===== src/rtl/core/cma_pkg.sv =====
// Shared types and constants for the confusion matrix accumulator.
// Holds the action codes, stream field layout and the counter bank control group.
// No dependencies; every other file of the block uses it.
`default_nettype none

package cma_pkg;

   localparam int NUM_CLASSES_DEF = 16;
   localparam int COUNT_WIDTH_DEF = 32;

   localparam int CLASS_W = 4;
   localparam int INDEX_W = 5;
   localparam int OUT_W   = 32;
   localparam int SPAN_W  = 5;

   localparam int REQ_TDATA_W = 24;
   localparam int REQ_TUSER_W = 2;
   localparam int RSP_TDATA_W = 112;
   localparam int RSP_TUSER_W = 1;

   localparam int REQ_TRUTH_LSB = 0;
   localparam int REQ_RETR_LSB  = REQ_TRUTH_LSB + CLASS_W;
   localparam int REQ_ROW_LSB   = REQ_RETR_LSB + CLASS_W;
   localparam int REQ_COL_LSB   = REQ_ROW_LSB + INDEX_W;

   localparam int RSP_CELL_LSB    = 0;
   localparam int RSP_TSEEN_LSB   = RSP_CELL_LSB + OUT_W;
   localparam int RSP_RSEEN_LSB   = RSP_TSEEN_LSB + SPAN_W;
   localparam int RSP_CORRECT_LSB = RSP_RSEEN_LSB + SPAN_W;
   localparam int RSP_TOTAL_LSB   = RSP_CORRECT_LSB + OUT_W;
   localparam int RSP_PAD_W       = RSP_TDATA_W - (RSP_TOTAL_LSB + OUT_W);

   typedef enum logic [REQ_TUSER_W-1:0] {
      ACT_CLEAR  = 2'd0,
      ACT_RECORD = 2'd1,
      ACT_READ   = 2'd2
   } action_type;

   typedef struct packed {
      logic clr;
      logic rd;
      logic inc;
   } bank_ctl_type;

endpackage

`default_nettype wire


===== src/rtl/core/cma_count_bank.sv =====
// Saturating counter bank held in a synchronous memory with a registered read.
// Reads, increments and writes back with forwarding, and sweeps itself to zero.
// Depends on cma_pkg for the control group type.
`default_nettype none

module cma_count_bank #(
   parameter int DEPTH = cma_pkg::NUM_CLASSES_DEF,
   parameter int WIDTH = cma_pkg::COUNT_WIDTH_DEF,
   localparam int AW = $clog2(DEPTH)
) (
   input  wire logic                 clock,
   input  wire logic                 reset,
   input  wire cma_pkg::bank_ctl_type ctl,
   input  wire logic [AW-1:0]        addr,
   output logic      [WIDTH-1:0]     value,
   output logic                      busy
);

   localparam logic [AW-1:0] LAST = AW'(DEPTH - 1);

   logic [WIDTH-1:0] mem [DEPTH];

   logic [AW-1:0]    rd_addr_ff;
   logic [WIDTH-1:0] rd_data_ff;
   logic [AW-1:0]    wr_addr_ff;
   logic [WIDTH-1:0] wr_data_ff;
   logic             fwd_valid_ff, fwd_valid_in;
   logic             busy_ff, busy_in;
   logic [AW-1:0]    sweep_ff, sweep_in;
   logic             hit;
   logic [WIDTH-1:0] inc_value;

   assign hit       = fwd_valid_ff && (wr_addr_ff == rd_addr_ff);
   assign value     = hit ? wr_data_ff : rd_data_ff;
   assign inc_value = (&value) ? value : value + WIDTH'(1);
   assign busy      = busy_ff;

   always_comb begin
      busy_in      = busy_ff;
      sweep_in     = sweep_ff;
      fwd_valid_in = fwd_valid_ff || busy_ff || ctl.inc;
      if (ctl.clr) begin
         busy_in  = 1'b1;
         sweep_in = '0;
      end else if (busy_ff) begin
         if (sweep_ff == LAST) begin
            busy_in = 1'b0;
         end
         sweep_in = sweep_ff + AW'(1);
      end
   end

   always_ff @(posedge clock) begin
      if (reset) begin
         busy_ff      <= 1'b1;
         sweep_ff     <= '0;
         fwd_valid_ff <= 1'b0;
      end else begin
         busy_ff      <= busy_in;
         sweep_ff     <= sweep_in;
         fwd_valid_ff <= fwd_valid_in;
      end
   end

   always_ff @(posedge clock) begin
      if (ctl.rd) begin
         rd_addr_ff <= addr;
         rd_data_ff <= mem[addr];
      end
      if (busy_ff) begin
         mem[sweep_ff] <= '0;
         wr_addr_ff    <= sweep_ff;
         wr_data_ff    <= '0;
      end else if (ctl.inc) begin
         mem[rd_addr_ff] <= inc_value;
         wr_addr_ff      <= rd_addr_ff;
         wr_data_ff      <= inc_value;
      end
   end

endmodule

`default_nettype wire


===== config.mk =====
export PLATFORM = sky130hd
export DESIGN_NAME = cma_count_bank
export DESIGN_NICKNAME = d
export VERILOG_FILES = /design/src/rtl/core/cma_pkg.sv /design/src/rtl/core/cma_count_bank.sv
export SDC_FILE = /design/constraint.sdc
export NUM_CORES = 1
export LEC_CHECK = 0
export ABC_CLOCK_PERIOD_IN_PS = 8100
export BUFFER_PORTS_ARGS = -buffer_cell sky130_fd_sc_hd__buf_4
export CORE_ASPECT_RATIO = 1.4
export CORE_MARGIN = 3
export CORE_UTILIZATION = 25
export CTS_CLUSTER_DIAMETER = 200
export DETAILED_ROUTE_END_ITERATION = 16
export PLACE_DENSITY = 0.48
export REMOVE_ABC_BUFFERS = 1
export SETUP_SLACK_MARGIN = 0.1
export SLEW_MARGIN = 10
export SYNTH_ARGS = -nofsm -noshare
export SYNTH_HDL_FRONTEND = slang
export SYNTH_SLANG_ARGS = --single-unit

===== constraint.sdc =====
create_clock -name clock -period 8.1 [get_ports clock]
set_input_delay 0.81 -clock clock [delete_from_list [all_inputs] [get_ports clock]]
set_output_delay 0.81 -clock clock [all_outputs]
set_load 0.05 [all_outputs]

# After elaboration in Yosys (flattened, before gate mapping)

Memories as Yosys holds them, arrays and structs flattened. A register that Yosys moved wholly into a read port is not among the register bits.
Cells that the tools add are included.

Memory bits (writable): 512
Memories kept: 1
Word-level logic and storage cells: 32
Flip-flop bits (word level): 46
Output and inout port bits: 33
Input port bits: 9

Memories:

| name | words | width | rd ports | clocked after Yosys merged registers in | write ports | RTL line             | RTL |
|---|---|---|---|---|---|---|---|
| mem  | 16    | 32    | 1        | 1                                       | 1           | cma_count_bank.sv:21 | `logic [WIDTH-1:0] mem [DEPTH];` |

Muxes and demuxes: 14
Reduce and logical (&&, ||, !) cells: 7
Add/sub/neg operators: 2
Equality and inequality tests: 2

Operators by type and width:

| operator              | number |
|---|---|
| $mux 32               | 3 |
| $add 32x1->32 const B | 1 |
| $reduce_and 32->1     | 1 |
| $reduce_or 32->1      | 1 |
| $mux 4                | 3 |
| $mux 1                | 8 |
| $add 4x1->4 const B   | 1 |
| $eq 4x4->1            | 1 |
| $eq 4x4->1 const B    | 1 |
| $logic_or 1x1->1      | 2 |
| $reduce_bool 2->1     | 1 |
| $reduce_or 2->1       | 1 |
| $logic_and 1x1->1     | 1 |

# Longest topological paths before layout

Gate-level depths: netlist (run 1).

Depth in word-level cells: 6
Depth in mapped cells: 14
Gate-level depth less buffers: 11

# Worst setup path before layout (run 1)

Ideal clock, no wire load.

Kind: reg-to-reg
Start point: reg rd_addr_ff[2]
End point: mem mem[0][13] (netlist bit) (data pin)
Data arrival time: 3.911 ns
Clock period less this slack: 4.241 ns
Data required time: 7.770 ns
Stages on the path, launching flop included: 15
Path buffers: 3
Setup slack: 3.859 ns
Library setup time: 0.330 ns
Cell sequence: edfxtp_1 -> xnor2_2 -> and4_4 -> nand2_2 -> buf_4 -> buf_2 -> mux2_2 -> ha_1 -> and4_1 -> nand4_1 -> nor2b_1 -> a32oi_2 -> buf_2 -> nand3_1 -> o21ai_0

Longest elaborated chain between the ends: 6
Elaborated cells between the ends (all ways): 7
Classes of those cells: add/sub: 1; eq/ne: 1; mux: 3; reduce/logical: 2

Ends and longest elaborated chain:

| element                                            | RTL line             | RTL |
|---|---|---|
| from (decl)                                        | cma_count_bank.sv:23 | `logic [AW-1:0] rd_addr_ff;` |
| from (signal assigned)                             | cma_count_bank.sv:67 | `rd_addr_ff <= addr;` |
| $eq 4x4->1 (*)                                     | cma_count_bank.sv:33 | `assign hit = fwd_valid_ff && (wr_addr_ff == rd_addr_ff);` |
| $logic_and 1x1->1 (*)                              | cma_count_bank.sv:33 |  |
| $mux 32 (*)                                        | cma_count_bank.sv:34 | `assign value = hit ? wr_data_ff : rd_data_ff;` |
| via value[1]                                       | cma_count_bank.sv:15 | `output logic [WIDTH-1:0] value,` |
| $add 32x1->32 or $reduce_and 32->1 (tied branches) | cma_count_bank.sv:35 | `assign inc_value = (&value) ? value : value + WIDTH'(1);` |
| $mux 32 (*)                                        | cma_count_bank.sv:35 |  |
| $mux 32 (no source line) (*)                       | --                   |  |
| to (decl)                                          | cma_count_bank.sv:21 |  |

Mark *: on every way through the listed nets, which the timed path passes. The rest lies on a longest branch.

# Worst setup path after layout (run 1)

Start point: reg rd_addr_ff[1]
End point: mem mem[7][29] (netlist bit) (data pin)

Longest elaborated chain between the ends: 6
Elaborated cells between the ends (all ways): 7
Classes of those cells: add/sub: 1; eq/ne: 1; mux: 3; reduce/logical: 2

Ends and longest elaborated chain:

| element                                            | RTL line |
|---|---|
| $eq 4x4->1 (*)                                     | cma_count_bank.sv:33 |
| $logic_and 1x1->1 (*)                              | cma_count_bank.sv:33 |
| $mux 32 (*)                                        | cma_count_bank.sv:34 |
| $add 32x1->32 or $reduce_and 32->1 (tied branches) | cma_count_bank.sv:35 |
| $mux 32 (*)                                        | cma_count_bank.sv:35 |
| $mux 32 (no source line) (*)                       | -- |

Mark *: on every way between the ends. The rest lies on a longest branch, timed or not.

==> results of run 1 <==
==> worst max path at each step <==
stage	depth (start not counted)	end	slack (ns)	from
after detailed placement	11	mem[3][29]$_DFFE_PP_	3.14	rd_addr_ff[3]$_DFFE_PP_
after CTS	11	mem[4][29]$_DFFE_PP_	3.13	rd_addr_ff[3]$_DFFE_PP_
after global placement	11	mem[0][29]$_DFFE_PP_	3.42	rd_addr_ff[3]$_DFFE_PP_
after floorplan	11	mem[0][17]$_DFFE_PP_	3.35	rd_addr_ff[2]$_DFFE_PP_
after global routing	11	mem[4][29]$_DFFE_PP_	2.71	rd_addr_ff[2]$_DFFE_PP_
final	11	mem[7][29]$_DFFE_PP_	3.13	rd_addr_ff[1]$_DFFE_PP_
==> synth_stat cells (all sizes together), types with 2 or more instances <==
cell type | count | area [sq um]
a211o | 7 | 61.3
a211oi | 7 | 57.6
a21oi | 22 | 110
a222oi | 2 | 20.0
a22o | 2 | 17.5
a22oi | 3 | 27.5
a311o | 4 | 40.0
a31oi | 9 | 56.3
a32oi | 3 | 33.8
and3 | 9 | 56.3
and4 | 14 | 125
buf | 27 | 136
clkbuf | 40 | 150
dfxtp | 38 | 761
edfxtp | 552 | 16600
ha | 2 | 25.0
inv | 19 | 71.3
mux2 | 24 | 282
mux2i | 15 | 150
mux4 | 160 | 3600
nand2 | 73 | 277
nand2b | 7 | 43.8
nand3 | 42 | 210
nand4 | 32 | 206
nor2 | 42 | 160
nor3 | 30 | 155
nor3b | 3 | 22.5
nor4 | 6 | 37.5
o2111ai | 2 | 23.8
o211ai | 14 | 105
o21ai | 30 | 150
o311ai | 6 | 52.6
o31ai | 12 | 90.1
or3 | 3 | 18.8
or4 | 14 | 105
xnor2 | 8 | 77.6
==> registers in the layout (all words and copies together), names as in the netlist <==
signal        flops
fwd_valid_ff      1
mem             512
rd_data_ff       32
rd_addr_ff        4
wr_data_ff       32
busy              1
wr_addr_ff        4
sweep_ff          4
==> per-layer routing <==
metal | share of wire | track usage | vias up | routed length, um
li1 | - | - | 5560 | -
met1 | 0.41 | 0.166 | 7009 | 28000
met2 | 0.52 | 0.233 | 345 | 34900
met3 | 0.045 | 0.0214 | 87 | 3060
met4 | 0.026 | 0.0405 | 0 | 1780
met5 | 0 | 0 | - | 0
==> layout make-up <==
cell class,count,area (sq um),area share
Inverter,19,71.3,0.00254
Tap cell,1292,1620,0.0576
Multi-Input combinational cell,622,6670,0.238
Sequential cell,590,17300,0.618
Clock buffer,70,1480,0.0526
Clock inverter,30,298,0.0106
Timing Repair Buffer,75,586,0.0209
==> worst register-to-register path: stages (launching register included) <==
cell      delay, ns
edfxtp_1       0.44
nand2b_1       0.17
o2111a_2       0.57
nand2_2        0.15
mux2_2         0.30
ha_1           0.31
and4_1         0.24
nand4_1        0.17
a211oi_2       0.38
a32o_1         0.84
nor4_1         0.18
mux2i_1        0.88
==> logic make-up (layout without fill, tap and decap cells) <==
kind of cell / after synthesis / after routing / synth area share
fa+ha+maj: 2 / 2 / 0.00103
simple gates: 278 / 278 / 0.0594
buf+inv: 86 / 194 / 0.0148
compound gates: 134 / 134 / 0.0392
mux: 199 / 199 / 0.167
xor+xnor: 9 / 9 / 0.00356
flops: 590 / 590 / 0.716
==> metrics by stage <==
step                cells  power, mW  utilization  setup WS (ns)
global placement     2598       3.80        0.274           3.42
CTS                  2698       6.40        0.293           3.13
floorplan            1231       3.63            -           3.35
global route         2698       6.53        0.293           2.71
finish               2698       6.33        0.293           3.13
detailed placement   2598       3.81        0.274           3.14
==> where the power goes <==
part | switching (mW) | internal [mW] | total [mW]
clock network | 1.12 | 1.47 | 2.60
logic | 0.231 | 0.135 | 0.366
registers | 0.0323 | 3.33 | 3.37
==> results.sh, run 1 <==
export IMPL_ys_types=66
export IMPL_max_stage_delay_ns=0.88
export IMPL_area_growth_pct=15.8
export IMPL_firstDrtPassIters=7
export IMPL_path_cells="nand2b_1, o2111a_2, nand2_2, mux2_2, ha_1, and4_1, nand4_1, a211oi_2, a32o_1, nor4_1, mux2i_1"
export IMPL_final_area_sq_um=28100
export IMPL_min_to="sweep_ff[0]$_SDFFE_PP0P_"
export IMPL_cts_tree="yes"
export IMPL_antenna_cells=0
export IMPL_numCtsBuffers=54
export IMPL_crit_required_ns=8.34
export IMPL_min_period_over_period=0.614
export IMPL_finClkSkew_ns=0.0256
export IMPL_peakVddDrop_v=0.000139
export IMPL_setup_viol=0
export IMPL_async_flop_share=0
export IMPL_die_h_um=374
export IMPL_syn_area_sq_um=24200
export IMPL_die_area_sq_um=101000
export IMPL_start_util=0.253
export IMPL_pin_count=42
export IMPL_rows=134
export IMPL_synth_warnings=0
export IMPL_min_delay_start="ctl[2]"
export IMPL_slowest_stage="mux2i_1"
export IMPL_slew_violations=0
export IMPL_r2r_end="mem[7][29]$_DFFE_PP_"
export IMPL_grt_start_max_net_pins=85
export IMPL_clk_latency_ns=0.60
export IMPL_antenna_found_initial=0
export IMPL_portBuffers=41
export IMPL_htreeDepth=2
export IMPL_grt_pass1_vias=13500
export IMPL_synth_edf_count=552
export IMPL_setup_tns_final_ns=0
export IMPL_synth_cells=1298
export IMPL_slew_headroom=0.230
export IMPL_cp_max_fo=23
export IMPL_power_density_nw_per_um2=226
export IMPL_yosysSeqAreaShare=0.716
export IMPL_remaining_drc_errors=0
export IMPL_post_cts_buffers=0
export IMPL_timing_hold_ws_ns=0.413
export IMPL_rsz0062_at_grt="no"
export IMPL_cp_end_kind="register"
export IMPL_synth_seq_cells=590
export IMPL_worstSetupStartpointType="register"
export IMPL_worst_pin_slew_ns=1.15
export IMPL_reg2reg_slack_ns=3.13
export IMPL_grt_overflow_total=0
export IMPL_rr_worst_depth=11
export IMPL_fmax_mhz=201
export IMPL_wl_mm=67.8
export IMPL_layout_cells_most_common_list="edfxtp_1, mux4_2, nand2_1, buf_4, clkbuf_16"
export IMPL_die_width_um=269
export IMPL_core_area_sq_um=95700
export IMPL_wl_per_cell_um=25.1
export IMPL_leakage_nw=9.02
export IMPL_syn_area_per_cell_sq_um=18.7
export IMPL_clk_pin_slew_ns=0.07
export IMPL_critical_path_class="register to register"
export IMPL_crit_family="compound AO/OA/AOI/OAI gates"
export IMPL_cap_violations=0
export IMPL_drtIter0Drc=1268
export IMPL_cts_sinks=590
export IMPL_final_antenna_net_count=0
export IMPL_status="finished clean"
export IMPL_grtUsageTotal=0.132
export IMPL_ctsResizeCount=0
export IMPL_hold_viol=0
export IMPL_whs_path_depth=2
export IMPL_routabilityCongestion=0.873
export IMPL_cts_root_buffer="clkbuf_16"
export IMPL_fin_nets=1373
export IMPL_r2r_start="rd_addr_ff[1]$_DFFE_PP_"
export IMPL_num_fill_cells=9387
export IMPL_drive_gt1_frac=0.260
export IMPL_critical_path_buf_inv_count=0
export IMPL_dp_hpwl_mm=38.1
export IMPL_finalCriticalPeriod_ns=4.97
export IMPL_vias=13000
export IMPL_holdCritPathClass="input pin to register"
export IMPL_cts_buffer_depth=3
export IMPL_final_common_cell="edfxtp_1"
export IMPL_grt_pass1_wl_mm=97.9
export IMPL_cp_arrival_ns=5.21
export IMPL_postCtsHoldBufs=0
export IMPL_via_per_inst=4.82
export IMPL_synth_flop_cell="edfxtp_1"
export IMPL_place_area_sq_um=26300
(Power assumes the default switching activity.)
==> run 2: changes to the inputs <==
- ABC_AREA: not set -> 1
- ABC_CLOCK_PERIOD_IN_PS: 8100 -> 4550
- PLACE_DENSITY: 0.48 -> 0.49
- clock period: 8.1 -> 4.55 ns (I/O delays scaled with it)
==> results.sh, run 2 <==
export IMPL_status="finished clean"
export IMPL_synth_top_area_frac=0.660
export IMPL_ys_types=36
export IMPL_dp_hpwl_mm=44.7
export IMPL_pin_count=42
export IMPL_reg_top3="mem (512), rd_data_ff (32), wr_data_ff (32)"
export IMPL_use_met2=0.247
export IMPL_rsz0062_at_grt="no"
export IMPL_register_area_sq_um=17300
export IMPL_min_to="fwd_valid_ff$_SDFF_PP0_"
export IMPL_power_density_nw_per_um2=393
export IMPL_critical_path_class="register to register"
export IMPL_final_area_sq_um=29000
export IMPL_rr_worst_depth=14
export IMPL_min_delay_start="reset"
export IMPL_grt_overflow_total=0
export IMPL_via_per_inst=4.67
export IMPL_clk_pin_slew_ns=0.07
export IMPL_multi_input_area_sq_um=6480
export IMPL_synth_seq_cells=590
export IMPL_layout_cells_most_common_list="edfxtp_1, nand2_1, inv_1, o21ai_0, a21oi_1"
export IMPL_crit_required_ns=4.90
export IMPL_antenna_cells=0
export IMPL_place_area_sq_um=27200
export IMPL_routabilityCongestion=0.864
export IMPL_peakVddDrop_v=0.000229
export IMPL_cp_arrival_ns=4.05
export IMPL_leakage_nw=11.1
export IMPL_yosysSeqAreaShare=0.690
export IMPL_final_antenna_net_count=0
export IMPL_numCtsBuffers=53
export IMPL_drive_gt1_frac=0.110
export IMPL_clk_latency_ns=0.60
export IMPL_synth_flop_cell="edfxtp_1"
export IMPL_worstSetupStartpointType="register"
export IMPL_largest_reg_flops=512
export IMPL_dpl_worst_slack_ns=0.878
export IMPL_start_util=0.254
export IMPL_grt_pass1_vias=16000
export IMPL_die_h_um=381
export IMPL_worst_pin_slew_ns=0.938
export IMPL_setup_viol=0
export IMPL_synth_most_common_cell="edfxtp_1"
export IMPL_r2r_start="wr_addr_ff[2]$_DFFE_PP_"
export IMPL_post_cts_buffers=0
export IMPL_setup_tns_final_ns=0
export IMPL_cp_end_kind="register"
export IMPL_cap_violations=0
export IMPL_holdCritPathClass="input pin to register"
export IMPL_hold_viol=0
export IMPL_r2r_end="mem[11][30]$_DFFE_PP_"
export IMPL_htreeDepth=2
export IMPL_wl_mm=75.6
export IMPL_grt_start_max_net_pins=103
export IMPL_antenna_found_initial=0
export IMPL_finalCriticalPeriod_ns=3.70
export IMPL_core_area_sq_um=98900
export IMPL_ctsResizeCount=0
export IMPL_vias=16100
export IMPL_syn_area_per_cell_sq_um=12.1
export IMPL_wl_per_cell_um=21.9
export IMPL_timing_hold_ws_ns=0.0482
export IMPL_fmax_mhz=270
export IMPL_async_flop_share=0
export IMPL_rows=136
export IMPL_final_common_cell="edfxtp_1"
export IMPL_min_period_over_period=0.813
export IMPL_cts_sinks=590
export IMPL_gr_usage_met3=0.0263
export IMPL_grtUsageTotal=0.142
export IMPL_gr_usage_met1=0.178
export IMPL_drtIter0Drc=1284
export IMPL_remaining_drc_errors=0
export IMPL_slew_violations=0
export IMPL_syn_area_sq_um=25100
export IMPL_setup_ws_ns=0.849
export IMPL_grt_pass1_wl_mm=109
export IMPL_synth_warnings=0
export IMPL_synth_cells=2071
export IMPL_finClkSkew_ns=0.0211
export IMPL_utilization=0.293
export IMPL_synth_area_leaders="edfxtp_1, mux2i_1, nand2_1, o211ai_1, o21ai_0"
export IMPL_synth_top_cell_by_area="edfxtp_1"
export IMPL_synthTopCellsByCount="edfxtp_1, nand2_1, inv_1"
export IMPL_reg2reg_slack_ns=0.85
export IMPL_grt_busiest_layer="met2"
export IMPL_synth_edf_count=552
export IMPL_postCtsHoldBufs=0
export IMPL_num_fill_cells=9876
export IMPL_cp_max_fo=33
export IMPL_die_area_sq_um=104000
export IMPL_whs_path_depth=2
export IMPL_cts_buffer_depth=3
export IMPL_die_width_um=274
export IMPL_fin_nets=2105
export IMPL_portBuffers=41
export IMPL_firstDrtPassIters=5
export IMPL_area_growth_pct=15.3
export IMPL_slew_headroom=0.373
export IMPL_cts_root_buffer="clkbuf_16"
export IMPL_cts_tree="yes"
export IMPL_top_register="mem"
run 2: changes by cell type in the layout (fill, tap and decap cells not counted), moves of 113 or more:
cell / change
inv_1: +208
mux2i_1: +113
mux4_2: -160
nand2_1: +234
o211ai_1: +114
o21ai_0: +147
run 2: logic make-up after synthesis:
family                   count (synthesis)  synth area share
flip-flops                             590             0.690
AND/OR/NAND/NOR                        551            0.0982
AO/OA/AOI/OAI                          445             0.102
buffers and inverters                  352            0.0568
multiplexers                           128            0.0510
XOR/XNOR                                 3           0.00105
adder cells (fa/ha/maj)                  2          0.000996
run 2: critical path, stage by stage (launching register included):
cell and delay, ns:
edfxtp_1 0.41, nand2_1 0.11, nand2_1 0.10, nor2_4 0.13
nand3_4 0.34, o21ai_2 0.40, ha_1 0.32, nand3_2 0.14
inv_2 0.15, nand2_2 0.14, nor2_8 0.21, nand2_4 0.32
nand3_1 0.21, nand2_1 0.08, inv_1 0.36
run 2: final cells by class:
| cell class | count | area share |
|---|---|---|
| clock buffers | 71 | 0.0503 |
| multi-input cells | 1129 | 0.224 |
| well taps | 1311 | 0.0567 |
| repair buffers | 84 | 0.0290 |
| flip-flops and latches | 590 | 0.599 |
| clock inverters | 29 | 0.0108 |
| inverters | 236 | 0.0307 |
run 2: layer usage:
metal / vias to the layer above / wire (um) / share of wire
met4: 0 / 2210 / 0.029
met1: 8127 / 31700 / 0.42
met2: 437 / 37600 / 0.50
li1: 7426 / - / -
met5: - / 0 / 0
met3: 120 / 4050 / 0.054
run 2: power breakdown:
part           internal, mW  switching, mW
clock network          2.60           1.97
registers              5.93         0.0264
logic                 0.218          0.619
run 2: stage by stage:
| stage | power [mW] | std cells |
|---|---|---|
| after floorplan | 6.50 | 1955 |
| after global placement | 6.91 | 3350 |
| after detailed placement | 6.91 | 3350 |
| after CTS | 11.5 | 3450 |
| after global routing | 11.8 | 3450 |
| final | 11.4 | 3450 |
run 2: worst max-delay path by stage:
stage | cells past startpoint | endpoint | slack (ns) | start
floorplan | 5 | mem[11][0]$_DFFE_PP_ | 0.31 | busy$_SDFF_PP1_
global placement | 15 | mem[8][30]$_DFFE_PP_ | 1.00 | rd_addr_ff[2]$_DFFE_PP_
detailed placement | 14 | mem[9][30]$_DFFE_PP_ | 0.88 | wr_addr_ff[2]$_DFFE_PP_
CTS | 14 | mem[10][30]$_DFFE_PP_ | 0.87 | wr_addr_ff[2]$_DFFE_PP_
global route | 14 | mem[13][30]$_DFFE_PP_ | 0.58 | wr_addr_ff[2]$_DFFE_PP_
finish | 14 | mem[11][30]$_DFFE_PP_ | 0.85 | wr_addr_ff[2]$_DFFE_PP_
